--- src/design/pald_pkg.sv ---
// ----------------------------------------------------------------------------
// pald_pkg
// shared types, codes and defaults of the parallel addressable led driver
// ----------------------------------------------------------------------------
package pald_pkg;

  localparam int IDX_W        = 12;
  localparam int LANE_W       = 4;
  localparam int COLOR_W      = 24;
  localparam int PIN_W        = 16;
  localparam int STATUS_W     = 2;
  localparam int BITS_PER_LED = 24;
  localparam int BITPOS_W     = 5;
  localparam int CFG_DATA_W   = 24;
  localparam int CFG_IDX_W    = 2;
  localparam int TICK_W       = 16;
  localparam int LATCH_W      = 24;

  // default geometry
  localparam int LANES_DEF         = 16;
  localparam int LEDS_PER_LANE_DEF = 256;
  localparam int ROW_LENGTH_DEF    = 64;

  // fixed-point reciprocal used to split a global index
  localparam int MAP_SHIFT = 24;

  localparam logic [TICK_W-1:0]  BIT_PERIOD_RST = 16'd208;
  localparam logic [TICK_W-1:0]  ZERO_HIGH_RST  = 16'd20;
  localparam logic [TICK_W-1:0]  ONE_HIGH_RST   = 16'd140;
  localparam logic [LATCH_W-1:0] LATCH_RST      = 24'd8400;
  localparam logic [LATCH_W-1:0] LATCH_MAX      = 24'hFFFFFF;

  typedef enum logic [1:0] {
    ACT_MAP  = 2'd0,
    ACT_LANE = 2'd1,
    ACT_SHOW = 2'd2,
    ACT_TICK = 2'd3
  } pald_action_e;

  typedef enum logic [STATUS_W-1:0] {
    STS_OK    = 2'd0,
    STS_BUSY  = 2'd1,
    STS_RANGE = 2'd2
  } pald_status_e;

  typedef enum logic [CFG_IDX_W-1:0] {
    CFG_BIT_PERIOD = 2'd0,
    CFG_ZERO_HIGH  = 2'd1,
    CFG_ONE_HIGH   = 2'd2,
    CFG_LATCH      = 2'd3
  } pald_cfg_e;

  typedef enum logic [1:0] {
    PIN_LOW  = 2'd0,
    PIN_DATA = 2'd1,
    PIN_HIGH = 2'd2
  } pald_pin_e;

  typedef enum logic {
    ST_CLEAR = 1'b0,
    ST_RUN   = 1'b1
  } pald_state_e;

  typedef struct packed {
    logic [TICK_W-1:0]  bit_period;
    logic [TICK_W-1:0]  zero_high;
    logic [TICK_W-1:0]  one_high;
    logic [LATCH_W-1:0] latch_ticks;
  } pald_cfg_t;

  // per-beat outcome of the frame sequencer
  typedef struct packed {
    pald_pin_e           pin_class;
    logic [BITPOS_W-1:0] bitpos;
    logic                rd_a;
    logic                busy;
    logic                show_rej;
  } pald_seq_t;

endpackage

--- src/design/pald_pixel_map.sv ---
// ----------------------------------------------------------------------------
// pald_pixel_map
// turns a pixel write into a lane, a row address and a range check
// ----------------------------------------------------------------------------
module pald_pixel_map import pald_pkg::*; #(
  parameter int LANES         = LANES_DEF,
  parameter int LEDS_PER_LANE = LEDS_PER_LANE_DEF,
  parameter int ROW_LENGTH    = ROW_LENGTH_DEF,
  parameter int AW            = 8
) (
  input  logic              is_lane_i,
  input  logic [LANE_W-1:0] lane_i,
  input  logic [IDX_W-1:0]  idx_i,
  input  logic [IDX_W-1:0]  quot_i,
  output logic              ok_o,
  output logic [LANE_W-1:0] lane_o,
  output logic [AW-1:0]     addr_o
);

  localparam int Row2      = 2 * ROW_LENGTH;
  localparam int RowMirror = 3 * ROW_LENGTH - 1;

  logic [2*IDX_W-1:0] back;
  logic [IDX_W-1:0]   rem;
  logic               in_row1;
  logic [IDX_W:0]     mirrored;
  logic [IDX_W-1:0]   map_off;
  logic [IDX_W-1:0]   offset;
  logic               lane_ok;

  // remainder of the global index, then second row mirrored
  assign back     = (2*IDX_W)'(quot_i) * (2*IDX_W)'(LEDS_PER_LANE);
  assign rem      = idx_i - back[IDX_W-1:0];
  assign in_row1  = ({1'b0, rem} >= (IDX_W+1)'(ROW_LENGTH)) &&
                    ({1'b0, rem} <  (IDX_W+1)'(Row2));
  assign mirrored = (IDX_W+1)'(RowMirror) - {1'b0, rem};
  assign map_off  = in_row1 ? mirrored[IDX_W-1:0] : rem;

  assign offset  = is_lane_i ? idx_i : map_off;
  assign lane_ok = is_lane_i ? ({1'b0, lane_i} < (LANE_W+1)'(LANES))
                             : (quot_i < IDX_W'(LANES));
  assign ok_o    = lane_ok && ({1'b0, offset} < (IDX_W+1)'(LEDS_PER_LANE));
  assign lane_o  = is_lane_i ? lane_i : quot_i[LANE_W-1:0];
  assign addr_o  = offset[AW-1:0];

endmodule

--- config.mk ---
export PLATFORM = sky130hd
export DESIGN_NAME = pald_pixel_map
export DESIGN_NICKNAME = d
export VERILOG_FILES = /design/src/design/pald_pkg.sv /design/src/design/pald_pixel_map.sv
export SDC_FILE = /design/constraint.sdc
export NUM_CORES = 1
export LEC_CHECK = 0
export ABC_AREA = 0
export BUFFER_PORTS_ARGS = -buffer_cell sky130_fd_sc_hd__buf_2
export CORE_AREA = 2 2 39 41
export DETAILED_ROUTE_END_ITERATION = 8
export DIE_AREA = 0 0 41 43
export PLACE_DENSITY = 0.69
export SYNTH_ARGS = -nofsm -noshare
export SYNTH_HDL_FRONTEND = slang
export SYNTH_SLANG_ARGS = --single-unit
--- constraint.sdc ---
create_clock -name vclk -period 2.2
set_input_delay 0.11 -clock vclk [all_inputs]
set_output_delay 0.11 -clock vclk [all_outputs]
set_load 0.01 [all_outputs]
* Yosys cells after proc, flatten, opt, wreduce, memory -nomap -nowiden
Cells that the tools add are included. W data, S select, Z words.
Storage, ports and cells: word-level logic and storage cells 12, bits of input ports 29, register bits 0, output and inout port bits 13
Cells by class: order comparisons 4, $add $sub $neg 2, reduce and logical (&&, ||, !) cells 2, multiplexer cells 4
Operators by type and width (count):
- $mux W12 | 2
- $ge A12 B7 Y1 const B | 1
- $lt A12 B5 Y1 const B | 1
- $lt A12 B8 Y1 const B | 1
- $lt A12 B9 Y1 const B | 1
- $sub A12 B12 Y12 | 1
- $sub A8 B12 Y12 const A | 1
- $mux W4 | 1
- $logic_and A1 B1 Y1 | 2
- $mux W1 | 1

* Depth between registers and ports, before layout
depth in word-level cells 7, mapped depth 8, mapped depth without buffers 7

* Worst setup path after synthesis
OpenSTA, ideal clock, no wires.
kind input port to output port, start point input idx_i[7], end point output addr_o[0], data required time 2.090 ns, arrival 1.660 ns, setup slack 0.430 ns, stages 7, cell sequence inv_1 > ha_1 > or4b_1 > o41ai_2 > o2111a_1 > buf_6 > xor2_1
On the way: longest elaborated chain between the ends 5, elaborated cells on any way between the ends 6, classes of those cells add/sub (1); order compare (2); mux (2); reduce/logical (1)
Ends and longest elaborated chain:
- from (decl) | line pald_pixel_map.sv:13 | input logic [IDX_W-1:0] idx_i,
- $sub A12 B12 Y12 * | line pald_pixel_map.sv:33 | assign rem = idx_i - back[IDX_W-1:0];
- $ge A12 B7 Y1 or $lt A12 B8 Y1 (tied branches) | line pald_pixel_map.sv:34, pald_pixel_map.sv:35
- $logic_and A1 B1 Y1 * | line pald_pixel_map.sv:34 | assign in_row1 = ({1'b0, rem} >= (IDX_W+1)'(ROW_LENGTH)) &&
- $mux W12 * | line pald_pixel_map.sv:37 | assign map_off = in_row1 ? mirrored[IDX_W-1:0] : rem;
- $mux W12 * | line pald_pixel_map.sv:39 | assign offset = is_lane_i ? idx_i : map_off;
- to (decl) | line pald_pixel_map.sv:17 | output logic [AW-1:0] addr_o
Mark *: on every way between the ends. The rest lies on a longest branch, timed or not.

* Final worst setup path
Ends and elaborated chain as after synthesis.

==> flow_metrics.py <==
metrics = {
    "outcome": {
        "status": "finished, final reports clean",
    },
    "timing": {
        "hold_viol": 0,
        "max_clock_freq_mhz": 500,
        "slew_viol_final": 0,
        "tightest_slew_ns": 0.319,
        "fin_crit_ns": 2.00,
        "grt_setup_unrepaired": "no",
        "setup_ws_ns": 0.198,
        "slew_headroom_pct": 78.5,
        "finalCritPeriodShare_pct": 91.0,
        "setup_tns_ns": 0,
        "whs_ns": 0.467,
        "setup_violations": 0,
    },
    "floorplanning": {
        "coreArea_sq_mm": 0.00138,
        "die_x_um": 41,
        "io_pins": 42,
        "fp.dieH_um": 43,
        "start_util_pct": 27.3,
        "die-area_sq_mm": 0.00176,
        "std_cell_rows": 14,
    },
    "logic_synthesis": {
        "synthSimpleGateAreaFrac_pct": 19.2,
        "yosysSeqAreaShare_pct": 0,
        "yosys.area_share.xor_xnor_pct": 18.5,
        "yosys.area.top_type": "ha_1",
        "synth_compound_area_share_pct": 19.2,
        "yosysMostFrequentCell": "xor2_1",
        "syn-cell-area_sq_um": 378,
        "synth_top_family_by_area": "adder cells",
        "synth_top_area_share_pct": 19.9,
        "avgSynthCellArea_sq_um": 7.87,
        "synthesis.nets": 84,
        "netlist_instances": 48,
        "synthAdderAreaFrac_pct": 25.2,
        "yosys-top-cells-area": "ha_1, xor2_1, inv_1, mux2_2, fa_1",
        "yosys_warnings": 0,
        "synth_mux_area_share_pct": 5.96,
        "synth_common_cells": "xor2_1, ha_1, inv_1",
        "ys_types": 23,
    },
    "power_and_ir_drop": {
        "p_sw_share_pct": 48.7,
        "peakVddDrop_v": 0.0000577,
        "p_comb_share_pct": 100.0,
        "p_sw_mw": 0.0506,
        "p_clk_share_pct": 0,
        "p_int_mw": 0.0532,
        "power_frac_seq_pct": 0,
        "p_leak_nw": 0.343,
        "power_density_mw_per_mm2": 175,
    },
    "detailed_routing": {
        "finalWirelength_um": 1020,
        "postRouteAntennaNets": 0,
        "viasPerCell": 4.57,
        "drtIter0Drc": 0,
        "num_vias": 475,
        "drc": 0,
        "detail_route.wl_per_cell_um": 9.85,
        "first_pass_iters": 1,
    },
    "clocking": {
        "cts_setup_buffers": 0,
    },
    "finish": {
        "nClkBuffers": 0,
        "syn_to_final_growth_pct": 57.3,
        "n_sequential_cell": 0,
        "ff_latch_area_sq_um": 0,
        "final_util_pct": 42.9,
        "antenna_cells": 0,
        "fin_cells": 104,
        "drive_above_1_share_pct": 55.7,
        "nets": 126,
    },
    "setup_path": {
        "start_kind": "input pin",
        "critical-path-top-cell-by-count": "buf_2",
        "worstPathRequired_ns": 2.09,
        "arrival_ns": 1.89,
        "path_delay_family": "compound AO/OA/AOI/OAI gates",
        "timing_worst_setup_path_type": "input pin to output port",
        "worst-path-buf-inv": 3,
        "timing.critical_path.from": "idx_i[7]",
        "crit_fanout": 6,
        "max_stage_delay_ns": 0.45,
        "crit_path_top_delay_cell": "or4b_1",
        "crit_end": "addr_o[0]",
        "timing.critical_path.cells": "buf_2, inv_1, ha_1, or4b_1, o41ai_2, o2111a_2, xor2_1, buf_2",
        "end_kind": "output port",
        "crit_cells": 8,
    },
    "global_route": {
        "grt_pass1_vias": 394,
        "grt-ovfl-total": 0,
        "track_usage_pct": 11.5,
        "grt_pass1_wl_um": 1500,
        "antenna_found_initial": 0,
        "grt_max_degree": 9,
    },
    "place": {
        "dpl.hpwl_um": 954,
        "pre_cts_slack_ns": 0.117,
        "place.gp.congestion": 0.771,
        "io_buffer_count": 42,
        "post-place-cells": 104,
    },
    "job": {
        "drv_cap": 0,
    },
    "hold_path": {
        "hold_path_class": "input pin to output port",
    },
}
[layout make-up]
cell class,count,area [sq um]
fillers,153,790
multi-input cells,39,334
repair buffers,43,218
inverters,6,22.5
well taps,16,20.0
[layer usage]
| metal | track usage, % | wire length, um |
|---|---|---|
| met4 | 0 | 0 |
| met2 | 22.8 | 523 |
| met5 | 0 | 0 |
| met1 | 13.4 | 429 |
| met3 | 0 | 71 |
[worst min path at each step]
stage	startpoint	to	slack (ns)	cells after the start
2_1_floorplan	idx_i[9]	ok_o	0.30	1
3_3_place_gp	idx_i[6]	addr_o[6]	0.47	2
3_5_place_dp	idx_i[6]	addr_o[6]	0.47	2
4_1_cts	idx_i[6]	addr_o[6]	0.47	2
5_1_grt	idx_i[6]	addr_o[6]	0.48	2
6_report	idx_i[6]	addr_o[6]	0.47	2
[placed cells by master (no fill, tap or decap)]
cell / count
or4b_1: 1
buf_2: 42
buf_4: 1
nand3b_1: 1
and3_1: 1
nand2_1: 4
o22ai_1: 1
o2111a_2: 1
or4b_2: 1
xor2_1: 7
a21oi_1: 2
xnor2_1: 1
nand2b_1: 1
nor3_1: 1
nor4_1: 2
mux2_2: 2
fa_1: 1
o21ai_0: 4
a31o_2: 1
ha_1: 6
inv_1: 6
o41ai_2: 1
[metrics by stage]
stage	cell area, sq um	power (mW)
after global routing	594	0.117
after detailed placement	593	0.104
after global placement	593	0.101
final	594	0.104
after CTS	593	0.105
after floorplan	378	0.0527
[logic make-up after synthesis]
family                   after synthesis
adder cells (fa/ha/maj)                7
multiplexers                           2
XOR/XNOR                               8
buffers and inverters                  9
AO/OA/AOI/OAI                         10
AND/OR/NAND/NOR                       12
[power by group through the flow]
stage / combinational, mW / clock (mW) / sequential [mW]
after detailed placement: 0.104 / 0 / 0
after global placement: 0.101 / 0 / 0
final: 0.104 / 0 / 0
after CTS: 0.105 / 0 / 0
after floorplan: 0.0527 / 0 / 0
after global routing: 0.117 / 0 / 0
[what timing repair did]
| item | in CTS | in global routing |
|---|---|---|
| resized for setup | 0 | 1 |
| endpoints found under the setup margin | 0 | 2 |
| hold buffers | 0 | 0 |
Power figures use the tool's default switching activity.
