**src/design/pald_pkg.sv**
```systemverilog
// ----------------------------------------------------------------------------
// pald_pkg
// shared types, codes and defaults of the parallel addressable led driver
// ----------------------------------------------------------------------------
package pald_pkg;

  localparam int IDX_W        = 12;
  localparam int LANE_W       = 4;
  localparam int COLOR_W      = 24;
  localparam int PIN_W        = 16;
  localparam int STATUS_W     = 2;
  localparam int BITS_PER_LED = 24;
  localparam int BITPOS_W     = 5;
  localparam int CFG_DATA_W   = 24;
  localparam int CFG_IDX_W    = 2;
  localparam int TICK_W       = 16;
  localparam int LATCH_W      = 24;

  // default geometry
  localparam int LANES_DEF         = 16;
  localparam int LEDS_PER_LANE_DEF = 256;
  localparam int ROW_LENGTH_DEF    = 64;

  // fixed-point reciprocal used to split a global index
  localparam int MAP_SHIFT = 24;

  localparam logic [TICK_W-1:0]  BIT_PERIOD_RST = 16'd208;
  localparam logic [TICK_W-1:0]  ZERO_HIGH_RST  = 16'd20;
  localparam logic [TICK_W-1:0]  ONE_HIGH_RST   = 16'd140;
  localparam logic [LATCH_W-1:0] LATCH_RST      = 24'd8400;
  localparam logic [LATCH_W-1:0] LATCH_MAX      = 24'hFFFFFF;

  typedef enum logic [1:0] {
    ACT_MAP  = 2'd0,
    ACT_LANE = 2'd1,
    ACT_SHOW = 2'd2,
    ACT_TICK = 2'd3
  } pald_action_e;

  typedef enum logic [STATUS_W-1:0] {
    STS_OK    = 2'd0,
    STS_BUSY  = 2'd1,
    STS_RANGE = 2'd2
  } pald_status_e;

  typedef enum logic [CFG_IDX_W-1:0] {
    CFG_BIT_PERIOD = 2'd0,
    CFG_ZERO_HIGH  = 2'd1,
    CFG_ONE_HIGH   = 2'd2,
    CFG_LATCH      = 2'd3
  } pald_cfg_e;

  typedef enum logic [1:0] {
    PIN_LOW  = 2'd0,
    PIN_DATA = 2'd1,
    PIN_HIGH = 2'd2
  } pald_pin_e;

  typedef enum logic {
    ST_CLEAR = 1'b0,
    ST_RUN   = 1'b1
  } pald_state_e;

  typedef struct packed {
    logic [TICK_W-1:0]  bit_period;
    logic [TICK_W-1:0]  zero_high;
    logic [TICK_W-1:0]  one_high;
    logic [LATCH_W-1:0] latch_ticks;
  } pald_cfg_t;

  // per-beat outcome of the frame sequencer
  typedef struct packed {
    pald_pin_e           pin_class;
    logic [BITPOS_W-1:0] bitpos;
    logic                rd_a;
    logic                busy;
    logic                show_rej;
  } pald_seq_t;

endpackage

```
**src/design/pald_frame_seq.sv**
```systemverilog
// ----------------------------------------------------------------------------
// pald_frame_seq
// frame sequencer: buffer swap, slot and tick counters, latch wait
// ----------------------------------------------------------------------------
module pald_frame_seq import pald_pkg::*; #(
  parameter int LEDS_PER_LANE = LEDS_PER_LANE_DEF,
  parameter int AW            = 8
) (
  input  logic         clk_i,
  input  logic         rst_ni,
  input  logic         acc_i,
  input  pald_action_e act_i,
  input  pald_cfg_t    cfg_i,
  output pald_seq_t    seq_o,
  output logic         draw_sel_o,
  output logic [AW-1:0] row_o
);

  logic                draw_q, draw_d;
  logic                sending_q, sending_d;
  logic [TICK_W-1:0]   tick_q, tick_d;
  logic [BITPOS_W-1:0] bit_q, bit_d;
  logic [AW-1:0]       row_q, row_d;
  logic [LATCH_W-1:0]  latch_q, latch_d;
  logic                busy_now;

  assign busy_now = sending_q || (latch_q < cfg_i.latch_ticks);

  always_comb begin
    draw_d         = draw_q;
    sending_d      = sending_q;
    tick_d         = tick_q;
    bit_d          = bit_q;
    row_d          = row_q;
    latch_d        = latch_q;
    seq_o.pin_class = PIN_LOW;
    seq_o.bitpos   = bit_q;
    seq_o.rd_a     = ~draw_q;
    seq_o.show_rej = 1'b0;
    case (act_i)
      ACT_SHOW: begin
        if (busy_now) begin
          seq_o.show_rej = 1'b1;
        end else begin
          draw_d    = ~draw_q;
          sending_d = 1'b1;
          tick_d    = '0;
          bit_d     = '0;
          row_d     = '0;
        end
      end
      ACT_TICK: begin
        if (sending_q) begin
          if (tick_q >= cfg_i.one_high) begin
            seq_o.pin_class = PIN_LOW;
          end else if (tick_q >= cfg_i.zero_high) begin
            seq_o.pin_class = PIN_DATA;
          end else begin
            seq_o.pin_class = PIN_HIGH;
          end
          if (tick_q >= cfg_i.bit_period) begin
            tick_d = '0;
            if (bit_q == BITPOS_W'(BITS_PER_LED - 1)) begin
              bit_d = '0;
              if (row_q == AW'(LEDS_PER_LANE - 1)) begin
                row_d     = '0;
                sending_d = 1'b0;
                latch_d   = '0;
              end else begin
                row_d = row_q + 1'b1;
              end
            end else begin
              bit_d = bit_q + 1'b1;
            end
          end else begin
            tick_d = tick_q + 1'b1;
          end
        end else if (latch_q != LATCH_MAX) begin
          latch_d = latch_q + 1'b1;
        end
      end
      default: begin
      end
    endcase
    seq_o.busy = sending_d || (latch_d < cfg_i.latch_ticks);
  end

  always_ff @(posedge clk_i or negedge rst_ni) begin
    if (!rst_ni) begin
      draw_q    <= 1'b0;
      sending_q <= 1'b0;
      tick_q    <= '0;
      bit_q     <= '0;
      row_q     <= '0;
      latch_q   <= LATCH_MAX;
    end else if (acc_i) begin
      draw_q    <= draw_d;
      sending_q <= sending_d;
      tick_q    <= tick_d;
      bit_q     <= bit_d;
      row_q     <= row_d;
      latch_q   <= latch_d;
    end
  end

  assign draw_sel_o = draw_q;
  assign row_o      = row_q;

endmodule
```
**config.mk**
```make
export PLATFORM = sky130hd
export DESIGN_NAME = pald_frame_seq
export DESIGN_NICKNAME = d
export VERILOG_FILES = /design/src/design/pald_pkg.sv /design/src/design/pald_frame_seq.sv
export SDC_FILE = /design/constraint.sdc
export NUM_CORES = 1
export LEC_CHECK = 0
export BUFFER_PORTS_ARGS = -buffer_cell sky130_fd_sc_hd__buf_2
export CAP_MARGIN = 40
export CELL_PAD_IN_SITES_DETAIL_PLACEMENT = 1
export CELL_PAD_IN_SITES_GLOBAL_PLACEMENT = 2
export CORE_ASPECT_RATIO = 0.6
export CORE_MARGIN = 5
export CORE_UTILIZATION = 31
export CTS_BUF_LIST = sky130_fd_sc_hd__clkbuf_16
export CTS_CLUSTER_SIZE = 25
export DETAILED_ROUTE_END_ITERATION = 6
export PLACE_DENSITY = 0.82
export RECOVER_POWER = 50
export SLEW_MARGIN = 30
export SYNTH_ARGS = -nofsm -noshare
export SYNTH_HDL_FRONTEND = slang
export SYNTH_SLANG_ARGS = --single-unit
```
**constraint.sdc**
```tcl
create_clock -name clk_i -period 8.55 [get_ports clk_i]
set_clock_uncertainty 0.15 [all_clocks]
set_input_delay 2.565 -clock clk_i [delete_from_list [all_inputs] [get_ports clk_i]]
set_output_delay 2.565 -clock clk_i [all_outputs]
set_load 0.05 [all_outputs]
```
; ---- Yosys cells after proc, flatten, opt, wreduce, memory -nomap -nowiden
; Index checks and enable logic that the tools add are counted.
[word_totals]
regBits = 55
input_bits = 77
output_inout_bits = 19
[op_classes]
addsub = 4
magnitude_cmp = 5
eq_ne = 9
muxes = 33
bitwise = 2
n_reduce_logical = 7
[ops]
columns = cell, count
row1 = $mux W24, 6
row2 = $ge A16 B16 Y1, 3
row3 = $lt A24 B24 Y1, 2
row4 = $mux W16, 3
row5 = $mux W8, 5
row6 = $pmux W16 S2, 1
row7 = $add A24 B1 Y24 const B, 1
row8 = $ne A24 B24 Y1 const B, 1
row9 = $mux W5, 4
row10 = $add A16 B1 Y16 const B, 1
row11 = $pmux W8 S2, 1
row12 = $pmux W5 S2, 1
row13 = $add A8 B1 Y8 const B, 1
row14 = $eq A8 B8 Y1 const B, 1
row15 = $mux W2, 4
row16 = $ne A2 B2 Y1 const B, 4
row17 = $mux W1, 7
row18 = $reduce_and A6 Y1, 1
row19 = $add A5 B1 Y5 const B, 1
row20 = $eq A5 B5 Y1 const B, 1
row21 = $reduce_and A5 Y1, 1
row22 = $eq A2 B2 Y1 const B, 2
row23 = $reduce_and A4 Y1, 1
row24 = $reduce_and A3 Y1, 1
row25 = other kinds (4), 6

; ---- Depth between registers and ports, before layout
; Gate-level depths: netlist of run 1.
[logic_depth]
word_depth = 8
ltp_mapped = 17
mapped_depth_nobuf = 16

; ---- Worst setup path after synthesis of run 1
; OpenSTA, ideal clock, no wires.
[synth_timing]
path_kind = input port to output port
start = input cfg_i[71] (netlist bit)
end = output seq_o[1] (netlist bit)
arrival_time_ns = 6.120
path_slack_ns = -0.285
cell_stages = 17
path_buffers = 1
path_cell_list = inv_1 > ha_1 > nand4_1 > a2111oi_1 > a211oi_2 > nand2_1 > a31o_2 > clkbuf_1 > a31oi_1 > ha_1 > a211oi_1 > nor2_1 > nor2_1 > o21ai_0 > a21o_1 > a2111oi_0 > a22o_1
[synth_lines]
columns = item, line
row1 = from (decl), pald_frame_seq.sv:13  ; input pald_cfg_t cfg_i,
row2 = to (decl), pald_frame_seq.sv:14  ; output pald_seq_t seq_o,

==> qor_table.md, run 1 <==
| Metric | Value | Unit |
|---|---|---|
| CP Max Fanout | 6 | - |
| Post-Syn Area per Cell | 8.03 | um^2 |
| Final hold slack | 0.352 | ns |
| Mux cell area share after synthesis | 3.32 | % |
| Initial DRC Count | 400 | - |
| Most frequent standard cell in the layout excluding fill and tap cells | ha_1 | - |
| Clock edge transition at the registers on the reported setup and hold paths | 0.07 | ns |
| Type of the worst setup path | in2out | - |
| Crit path buf inv count | 5 | - |
| Adder and majority gate portion of the synthesized area | 20.3 | % |
| Fraction of layout instances using a drive strength above 1 | 27.0 | % |
| Horizontal extent of the die | 190 | um |
| Top delay family on crit path | compound AO/OA/AOI/OAI gates | - |
| CTS buffer count | 5 | - |
| Post-synthesis xor/xnor area fraction | 0.290 | % |
| Simple-Gate Fraction of Synth Area | 20.8 | % |
| Cell Rows | 39 | - |
| Switching component of the power | 0.000216 | W |
| Total Nets Final | 1044 | - |
| Worst hold path class | reg2reg | - |
| RSZ-0062 raised after global routing | yes | - |
| Growth of design area from synthesis to finish | 26.0 | % |
| Proportion of synthesized flip-flops having asynchronous set or reset | 100 | % |
| Buffers on Ports | 95 | - |
| Worst-Margin Slew | 2.71 | ns |
| Pwr Total | 0.000687 | W |
| Final Hold Vio Count | 0 | - |
| Cells after synthesis | 751 | - |
| Routed wire length | 21.5 | mm |
| Count of antenna diodes in the layout | 0 | - |
| Total of hold buffers inserted after clock tree synthesis | 0 | - |
| Number of flops mapped to enable cells by yosys | 0 | - |
| Clock Power Share | 34.8 | % |
| Tightest slew margin relative to the limit | -80.6 | % |
| Cell area power density | 90.3 | mW/mm^2 |
| Data required time at the worst endpoint | 5.84 | ns |
| Vias in the first global route | 6053 | - |
| Remaining number of nets flagged by the antenna check after routing | 0 | - |
| Run status | finished, violations left | - |
| Post-Place Cells | 1115 | - |
| Flip-flop and latch area | 0.00141 | mm^2 |
| Weighted congestion reported at the end of routability-driven placement | 0.929 | - |
| CP Launch Type | input pin | - |
| Total via count in the routed design | 6124 | - |
| Post-synthesis sequential element count | 55 | - |
| Post-place instance area | 0.00694 | mm^2 |
| Number of synthesis warnings | 0 | - |
| Area of the die | 0.0224 | mm^2 |
| Most common cell on crit path | a211oi_2 | - |
| Fmax | 0.115 | GHz |
| Worst path slowest cell | a2111oi_4 | - |
| Buffer depth of the longest clock path | 2 | - |
| Worst-case setup margin in the final layout | -0.144 | ns |
| Number of inserted filler cells in the final layout | 2307 | - |
| Nets in the synthesized netlist | 926 | - |
| Total internal power | 0.000471 | W |
| Critical-path cell list | buf_6 > inv_4 > ha_4 > nand4_1 > buf_4 > a211oi_2 > a211oi_2 > nand2_2 > a31o_4 > a31oi_4 > ha_4 > a211oi_2 > nor2_1 > nor2_1 > o21ai_1 > a21o_1 > a2111oi_4 > buf_4 > a22o_4 > buf_8 | - |
| Half-perimeter wire length of the detailed placement result | 16.7 | mm |
| Number of distinct library cells after synthesis | 72 | - |
| Final standard cell utilization of the core | 39.8 | % |
| Critical Path AT | 5.98 | ns |
| Worst-Skew Late Latency | 0.30 | ns |
| Placeable Area | 0.0191 | mm^2 |
| Number of vias per cell after detailed routing | 5.39 | - |
| Max-slew violation count | 44 | - |
| Sequential area share after synthesis | 23.3 | % |
| Setup crit end kind | primary output | - |
| Cell area after synthesis | 0.00603 | mm^2 |
| Antenna violations before repair | 0 | - |
| Share of total power consumed by net switching | 31.4 | % |
| Flop-to-flop setup slack | 5.35 | ns |
| Number of detailed-routing iterations run before antenna repair | 5 | - |
| CTS tree | yes | - |
| Share of power burned in combinational logic | 24.0 | % |
| Number of DRC violations after detailed routing | 0 | - |
| Dominant combinational cell family by area after synthesis | compound AO/OA/AOI/OAI gates | - |
| CTS H-Tree Depth | 2 | - |
| Largest net degree at the start of global routing | 56 | - |
| Starting density of the core | 31.6 | % |
| Tmin final | 8.69 | ns |
| Wirelength per Cell | 18.9 | um |
| Clock sink count | 55 | - |
| Setup-failing EPs final | 1 | - |
| Max Cap Violations | 1 | - |
| Final worst path period share | 102 | % |
| Area of the multi-input gates | 0.00454 | mm^2 |
| Compound-Gate Fraction of Synth Area | 24.5 | % |
| Io pins | 96 | - |
| Largest voltage drop on the vdd net | 0.0000828 | V |
| Slowest stage delay, CP | 0.36 | ns |
| GRT overflow | 0 | - |
| Violations in the final reports | max-capacitance violations, max-slew violations, negative setup slack | - |
| Prevailing post-synth register cell | dfrtp_1 | - |
| Post-route non-filler standard cell count | 1136 | - |
| Die boundary height | 118 | um |
| First-pass GRT wire length | 34.4 | mm |
| Static leakage | 3.60 | nW |
| Most frequent cells in the layout | 83 x ha_1, 80 x buf_2, 79 x inv_1 | - |
| Library cell used as clock root buffer | clkbuf_16 | - |
| Final cell area excluding filler cells | 0.00760 | mm^2 |
| Sequential group share of total power | 41.2 | % |
| Global routing usage summed across all routing layers | 18.7 | % |
power by group through the flow:
stage                     Clock, W  Sequential [W]  Combinational, W
final                     0.000239        0.000283          0.000165
after detailed placement         0        0.000287          0.000148
after floorplan                  0        0.000299         0.0000756
after global placement           0        0.000287          0.000144
after global routing      0.000257        0.000285          0.000186
after CTS                 0.000247        0.000282          0.000160
metal layers:
metal	track usage, %	routed length [um]	vias to the layer above	share of wire [%]
li1	-	-	3001	-
met1	31.8	12100	2980	56
met2	24.6	8160	138	38
met3	3.50	1190	5	5.5
met4	1.22	45	0	0.21
met5	0	0	-	0
per-stage QoR:
stage,TNS (ns),setup WS (ns)
after detailed placement,-0.512,-0.512
after global routing,-0.277,-0.277
after global placement,-0.406,-0.406
after CTS,-0.000616,-0.000616
final,-0.144,-0.144
after floorplan,0,0.0329
worst paths after layout:
check                           cells past startpoint        from         end
worst max-delay path                               20   cfg_i[70]    seq_o[1]
worst min-delay path                                1  draw_sel_o  draw_sel_o
worst max register to register                     10  tick_q[12]  latch_q[0]
worst min register to register                      1  draw_sel_o  draw_sel_o
max in group asynchronous                           3      rst_ni  tick_q[13]
min in group asynchronous                           2      rst_ni    row_o[0]
synth_stat cells (6+ instances only):
| library cell | count | area (um^2) |
|---|---|---|
| ha_1 | 98 | 1230 |
| inv_1 | 88 | 330 |
| nor2_1 | 61 | 229 |
| a21oi_1 | 56 | 280 |
| nand2_1 | 56 | 210 |
| o21ai_0 | 40 | 200 |
| a31oi_1 | 38 | 238 |
| dfrtp_1 | 31 | 776 |
| nand3_1 | 26 | 130 |
| dfstp_2 | 24 | 631 |
| nand4_1 | 23 | 144 |
| a21o_1 | 17 | 128 |
| and3_1 | 14 | 87.6 |
| clkbuf_1 | 13 | 48.8 |
| nor3_1 | 13 | 65.1 |
| mux2i_1 | 11 | 110 |
| nand2b_1 | 10 | 62.6 |
| mux2_2 | 8 | 90.1 |
| a211oi_1 | 7 | 52.6 |
| a22o_1 | 7 | 61.3 |
| o21a_1 | 7 | 52.6 |
| and2_1 | 6 | 37.5 |
area by class of cell:
type,instances,share of cell area [%]
Clock buffer,5,1.65
Clock inverter,3,0.494
Inverter,88,4.48
Multi-Input combinational cell,585,59.7
Sequential cell,55,18.5
Tap cell,266,4.38
Timing Repair Buffer,134,10.8
registers in the layout, indices dropped and copies added (netlist names):
name and count:
row_o 8, sending_q 1, tick_q 16, latch_q 24, draw_sel_o 1, bit_q 5
kinds of logic after synthesis:
family / count (synthesis)
xor+xnor: 2
mux: 19
compound gates: 223
fa+ha+maj: 98
simple gates: 243
buf+inv: 111
flops: 55
what timing repair did:
item | 4_1_cts | 5_1_grt
hold endpoints to repair | 0 | 0
cloned | 0 | 0
resized for setup | 56 | 22
setup endpoints to repair | 1 | 1
pin swaps | 37 | 24
buffers inserted | 6 | 4
Note: power is estimated with default switching activity, not from simulation.
==> run 2, diff against run 1 <==
--- a/config.mk
+++ b/config.mk
@@ -5,16 +5,15 @@
 export SDC_FILE = /design/constraint.sdc
 export NUM_CORES = 1
 export LEC_CHECK = 0
-export BUFFER_PORTS_ARGS = -buffer_cell sky130_fd_sc_hd__buf_2
-export CAP_MARGIN = 40
 export CELL_PAD_IN_SITES_DETAIL_PLACEMENT = 1
 export CELL_PAD_IN_SITES_GLOBAL_PLACEMENT = 2
 export CORE_ASPECT_RATIO = 0.6
 export CORE_MARGIN = 5
-export CORE_UTILIZATION = 31
+export CORE_UTILIZATION = 35
 export CTS_BUF_LIST = sky130_fd_sc_hd__clkbuf_16
 export CTS_CLUSTER_SIZE = 25
 export DETAILED_ROUTE_END_ITERATION = 6
+export DONT_BUFFER_PORTS = 1
 export PLACE_DENSITY = 0.82
 export RECOVER_POWER = 50
 export SLEW_MARGIN = 30
==> qor_table.md, run 2 (synthesis results as in run 1) <==
| Metric | Value | Unit | Delta |
|---|---|---|---|
| Worst-case setup margin in the final layout | -0.207 | ns | -0.0634 ns |
| Die boundary height | 112 | um | -5.4% |
| Initial DRC Count | 468 | - | +17% |
| First-pass GRT wire length | 35.2 | mm | +2.4% |
| Total Nets Final | 945 | - | -9.5% |
| Final hold slack | 0.389 | ns | +0.0363 ns |
| Clock edge transition at the registers on the reported setup and hold paths | 0.08 | ns | about the same |
| Wirelength per Cell | 22.2 | um | +17% |
| CTS H-Tree Depth | 2 | - | unchanged |
| Crit path buf inv count | 4 | - | -1 |
| Clock Power Share | 37.2 | % | +2.4 points |
| Slowest stage delay, CP | 0.43 | ns | +0.07 ns |
| Number of instances on the worst hold path | 2 | - | +1 |
| Fraction of layout instances using a drive strength above 1 | 19.5 | % | -7.6 points |
| Setup crit end kind | primary output | - |  |
| Antenna violations before repair | 0 | - | unchanged |
| CP Launch Type | input pin | - |  |
| Switching component of the power | 0.000213 | W | -1.0% |
| Share of power burned in combinational logic | 18.2 | % | -5.8 points |
| Cell Rows | 37 | - | -5.1% |
| Number of detailed-routing iterations run before antenna repair | 5 | - | unchanged |
| Tmin final | 8.76 | ns | +0.0634 ns |
| End of the worst register-to-register path | latch_q[0] | - |  |
| Worst-Margin Slew | 0.910 | ns | -1.80 ns |
| Starting density of the core | 35.4 | % | +3.8 points |
| Static leakage | 3.22 | nW | -11% |
| Setup-failing EPs final | 1 | - | unchanged |
| Half-perimeter wire length of the detailed placement result | 17.3 | mm | +3.5% |
| Count of antenna diodes in the layout | 0 | - | unchanged |
| Routed wire length | 22.3 | mm | +3.9% |
| Type of the worst setup path | in2out | - |  |
| Number of inserted filler cells in the final layout | 2049 | - | -11% |
| Worst slack at placement | -1.00 | ns | -0.490 ns |
| Clock sink count | 55 | - | unchanged |
| Final standard cell utilization of the core | 41.8 | % | +1.9 points |
| Largest voltage drop on the vdd net | 0.0000697 | V | -16% |
| Violations in the final reports | negative setup slack | - |  |
| Min-Delay Startpoint | latch_q[23] | - |  |
| Total of hold buffers inserted after clock tree synthesis | 0 | - | unchanged |
| Cell area power density | 94.6 | mW/mm^2 | +4.7% |
| Top delay family on crit path | compound AO/OA/AOI/OAI gates | - |  |
| Worst path slowest cell | a2111oi_4 | - |  |
| Buffer depth of the longest clock path | 2 | - | unchanged |
| Worst Reg2Reg Path Length in Cells | 10 | - | unchanged |
| Hold worst-path end | latch_q[23] | - |  |
| Placeable Area | 0.0170 | mm^2 | -11% |
| Fmax | 0.114 | GHz | -0.72% |
| Total via count in the routed design | 6002 | - | -2.0% |
| Io pins | 96 | - | unchanged |
| Number of vias per cell after detailed routing | 5.97 | - | +11% |
| Largest net degree at the start of global routing | 56 | - | unchanged |
| Most frequent standard cell in the layout excluding fill and tap cells | ha_1 | - |  |
| Critical Path AT | 6.04 | ns | +0.06 ns |
| Number of flip-flops under the largest register name | 24 | - | unchanged |
| Weighted congestion reported at the end of routability-driven placement | 0.918 | - | -1.2% |
| Sequential group share of total power | 44.7 | % | +3.5 points |
| Total internal power | 0.000460 | W | -2.4% |
| CP Max Fanout | 7 | - | +1 |
| Critical-path cell list | inv_2 > ha_4 > nand4_1 > buf_6 > a2111oi_4 > a211oi_2 > nand2_2 > a31o_4 > a31oi_4 > ha_4 > a211oi_2 > nor2_1 > nor2_1 > o21ai_1 > a21o_1 > a2111oi_4 > buf_4 > a22o_4 > buf_12 | - |  |
| Area of the die | 0.0201 | mm^2 | -11% |
| Tightest slew margin relative to the limit | 39.2 | % | +120 points |
| Max Cap Violations | 0 | - | -1 |
| Pwr Total | 0.000673 | W | -2.0% |
| Most frequent cells in the layout | 82 x ha_1, 78 x inv_1, 59 x nor2_1 | - |  |
| CTS buffer count | 5 | - | unchanged |
| Global routing usage summed across all routing layers | 21.7 | % | +2.9 points |
| Flop-to-flop setup slack | 5.11 | ns | -0.24 ns |
| Run status | finished, violations left | - |  |
| CTS tree | yes | - |  |
| Remaining number of nets flagged by the antenna check after routing | 0 | - | unchanged |
| GRT overflow | 0 | - | unchanged |
| Register ranked first by flip-flop count | latch_q | - |  |
| Final Hold Vio Count | 0 | - | unchanged |
| Data required time at the worst endpoint | 5.84 | ns | about the same |
| Share of total power consumed by net switching | 31.7 | % | +0.31 points |
| Source of the worst register-to-register timing path | tick_q[12] | - |  |
| Final worst path period share | 102 | % | +0.74 points |
| Vias in the first global route | 6191 | - | +2.3% |
| Max-slew violation count | 0 | - | -100% |
| Worst hold path class | reg2reg | - |  |
| Library cell used as clock root buffer | clkbuf_16 | - |  |
| Growth of design area from synthesis to finish | 17.9 | % |  |
| Number of DRC violations after detailed routing | 0 | - | unchanged |
| RSZ-0062 raised after global routing | yes | - |  |
| Buffers on Ports | 0 | - | -100% |
| Worst-Skew Late Latency | 0.30 | ns | about the same |
| Horizontal extent of the die | 180 | um | -5.6% |
==> run 2: cell types whose count changed in the layout (fill, tap and decap cells not counted), sizes merged <==
cell    previous run  this run
clkbuf            16         5
buf              123        35
==> run 2: timing repair <==
action                     CTS  global route
resized for setup           63            15
pin swaps                   33            23
hold endpoints to repair     0             0
buffers inserted             6             3
setup endpoints to repair    1             1
==> run 2: worst min-delay path: stages (launching register included) <==
cell and delay, ns:
dfstp_2 0.42, o21ai_2 0.07, o31ai_2 0.06
==> run 2: area by class of cell <==
type	count	area (um^2)	share of cell area [%]
Clock buffer	5	125	1.76
Clock inverter	3	42.5	0.598
Tap cell	234	293	4.12
Sequential cell	55	1410	19.8
Timing Repair Buffer	35	299	4.20
Multi-Input combinational cell	585	4590	64.5
Inverter	88	358	5.03
==> run 2: metrics by stage <==
stage          setup TNS, ns  instance area (um^2)  instances
2_1_floorplan              0                  6040        751
3_3_place_gp          -0.903                  6450        989
3_5_place_dp           -1.00                  6450        989
4_1_cts              -0.0557                  7000       1003
5_1_grt               -0.272                  7110       1005
6_report              -0.207                  7110       1005
==> run 2: power groups by stage <==
| stage | registers, W | clock network (W) | logic [W] |
|---|---|---|---|
| after global routing | 0.000302 | 0.000263 | 0.000138 |
| after CTS | 0.000301 | 0.000254 | 0.000118 |
| final | 0.000301 | 0.000250 | 0.000122 |
| after global placement | 0.000304 | 0 | 0.0000961 |
| after detailed placement | 0.000305 | 0 | 0.000104 |
| after floorplan | 0.000299 | 0 | 0.0000756 |
==> run 2: routing by layer <==
metal  wire (um)  vias up  GRT usage (%)
li1            -     2804              -
met1       11300     3002           33.4
met2        9470      181           32.0
met3        1400       15           4.28
met4         163        0           2.64
met5           0        -              0
==> run 2: worst max-delay path by stage <==
stage	start	end	depth (start not counted)
after floorplan	cfg_i[71]	seq_o[1]	17
after global placement	cfg_i[59]	seq_o[1]	18
after detailed placement	cfg_i[59]	seq_o[1]	18
after CTS	cfg_i[66]	seq_o[1]	19
after global routing	cfg_i[70]	seq_o[1]	19
final	cfg_i[70]	seq_o[1]	19
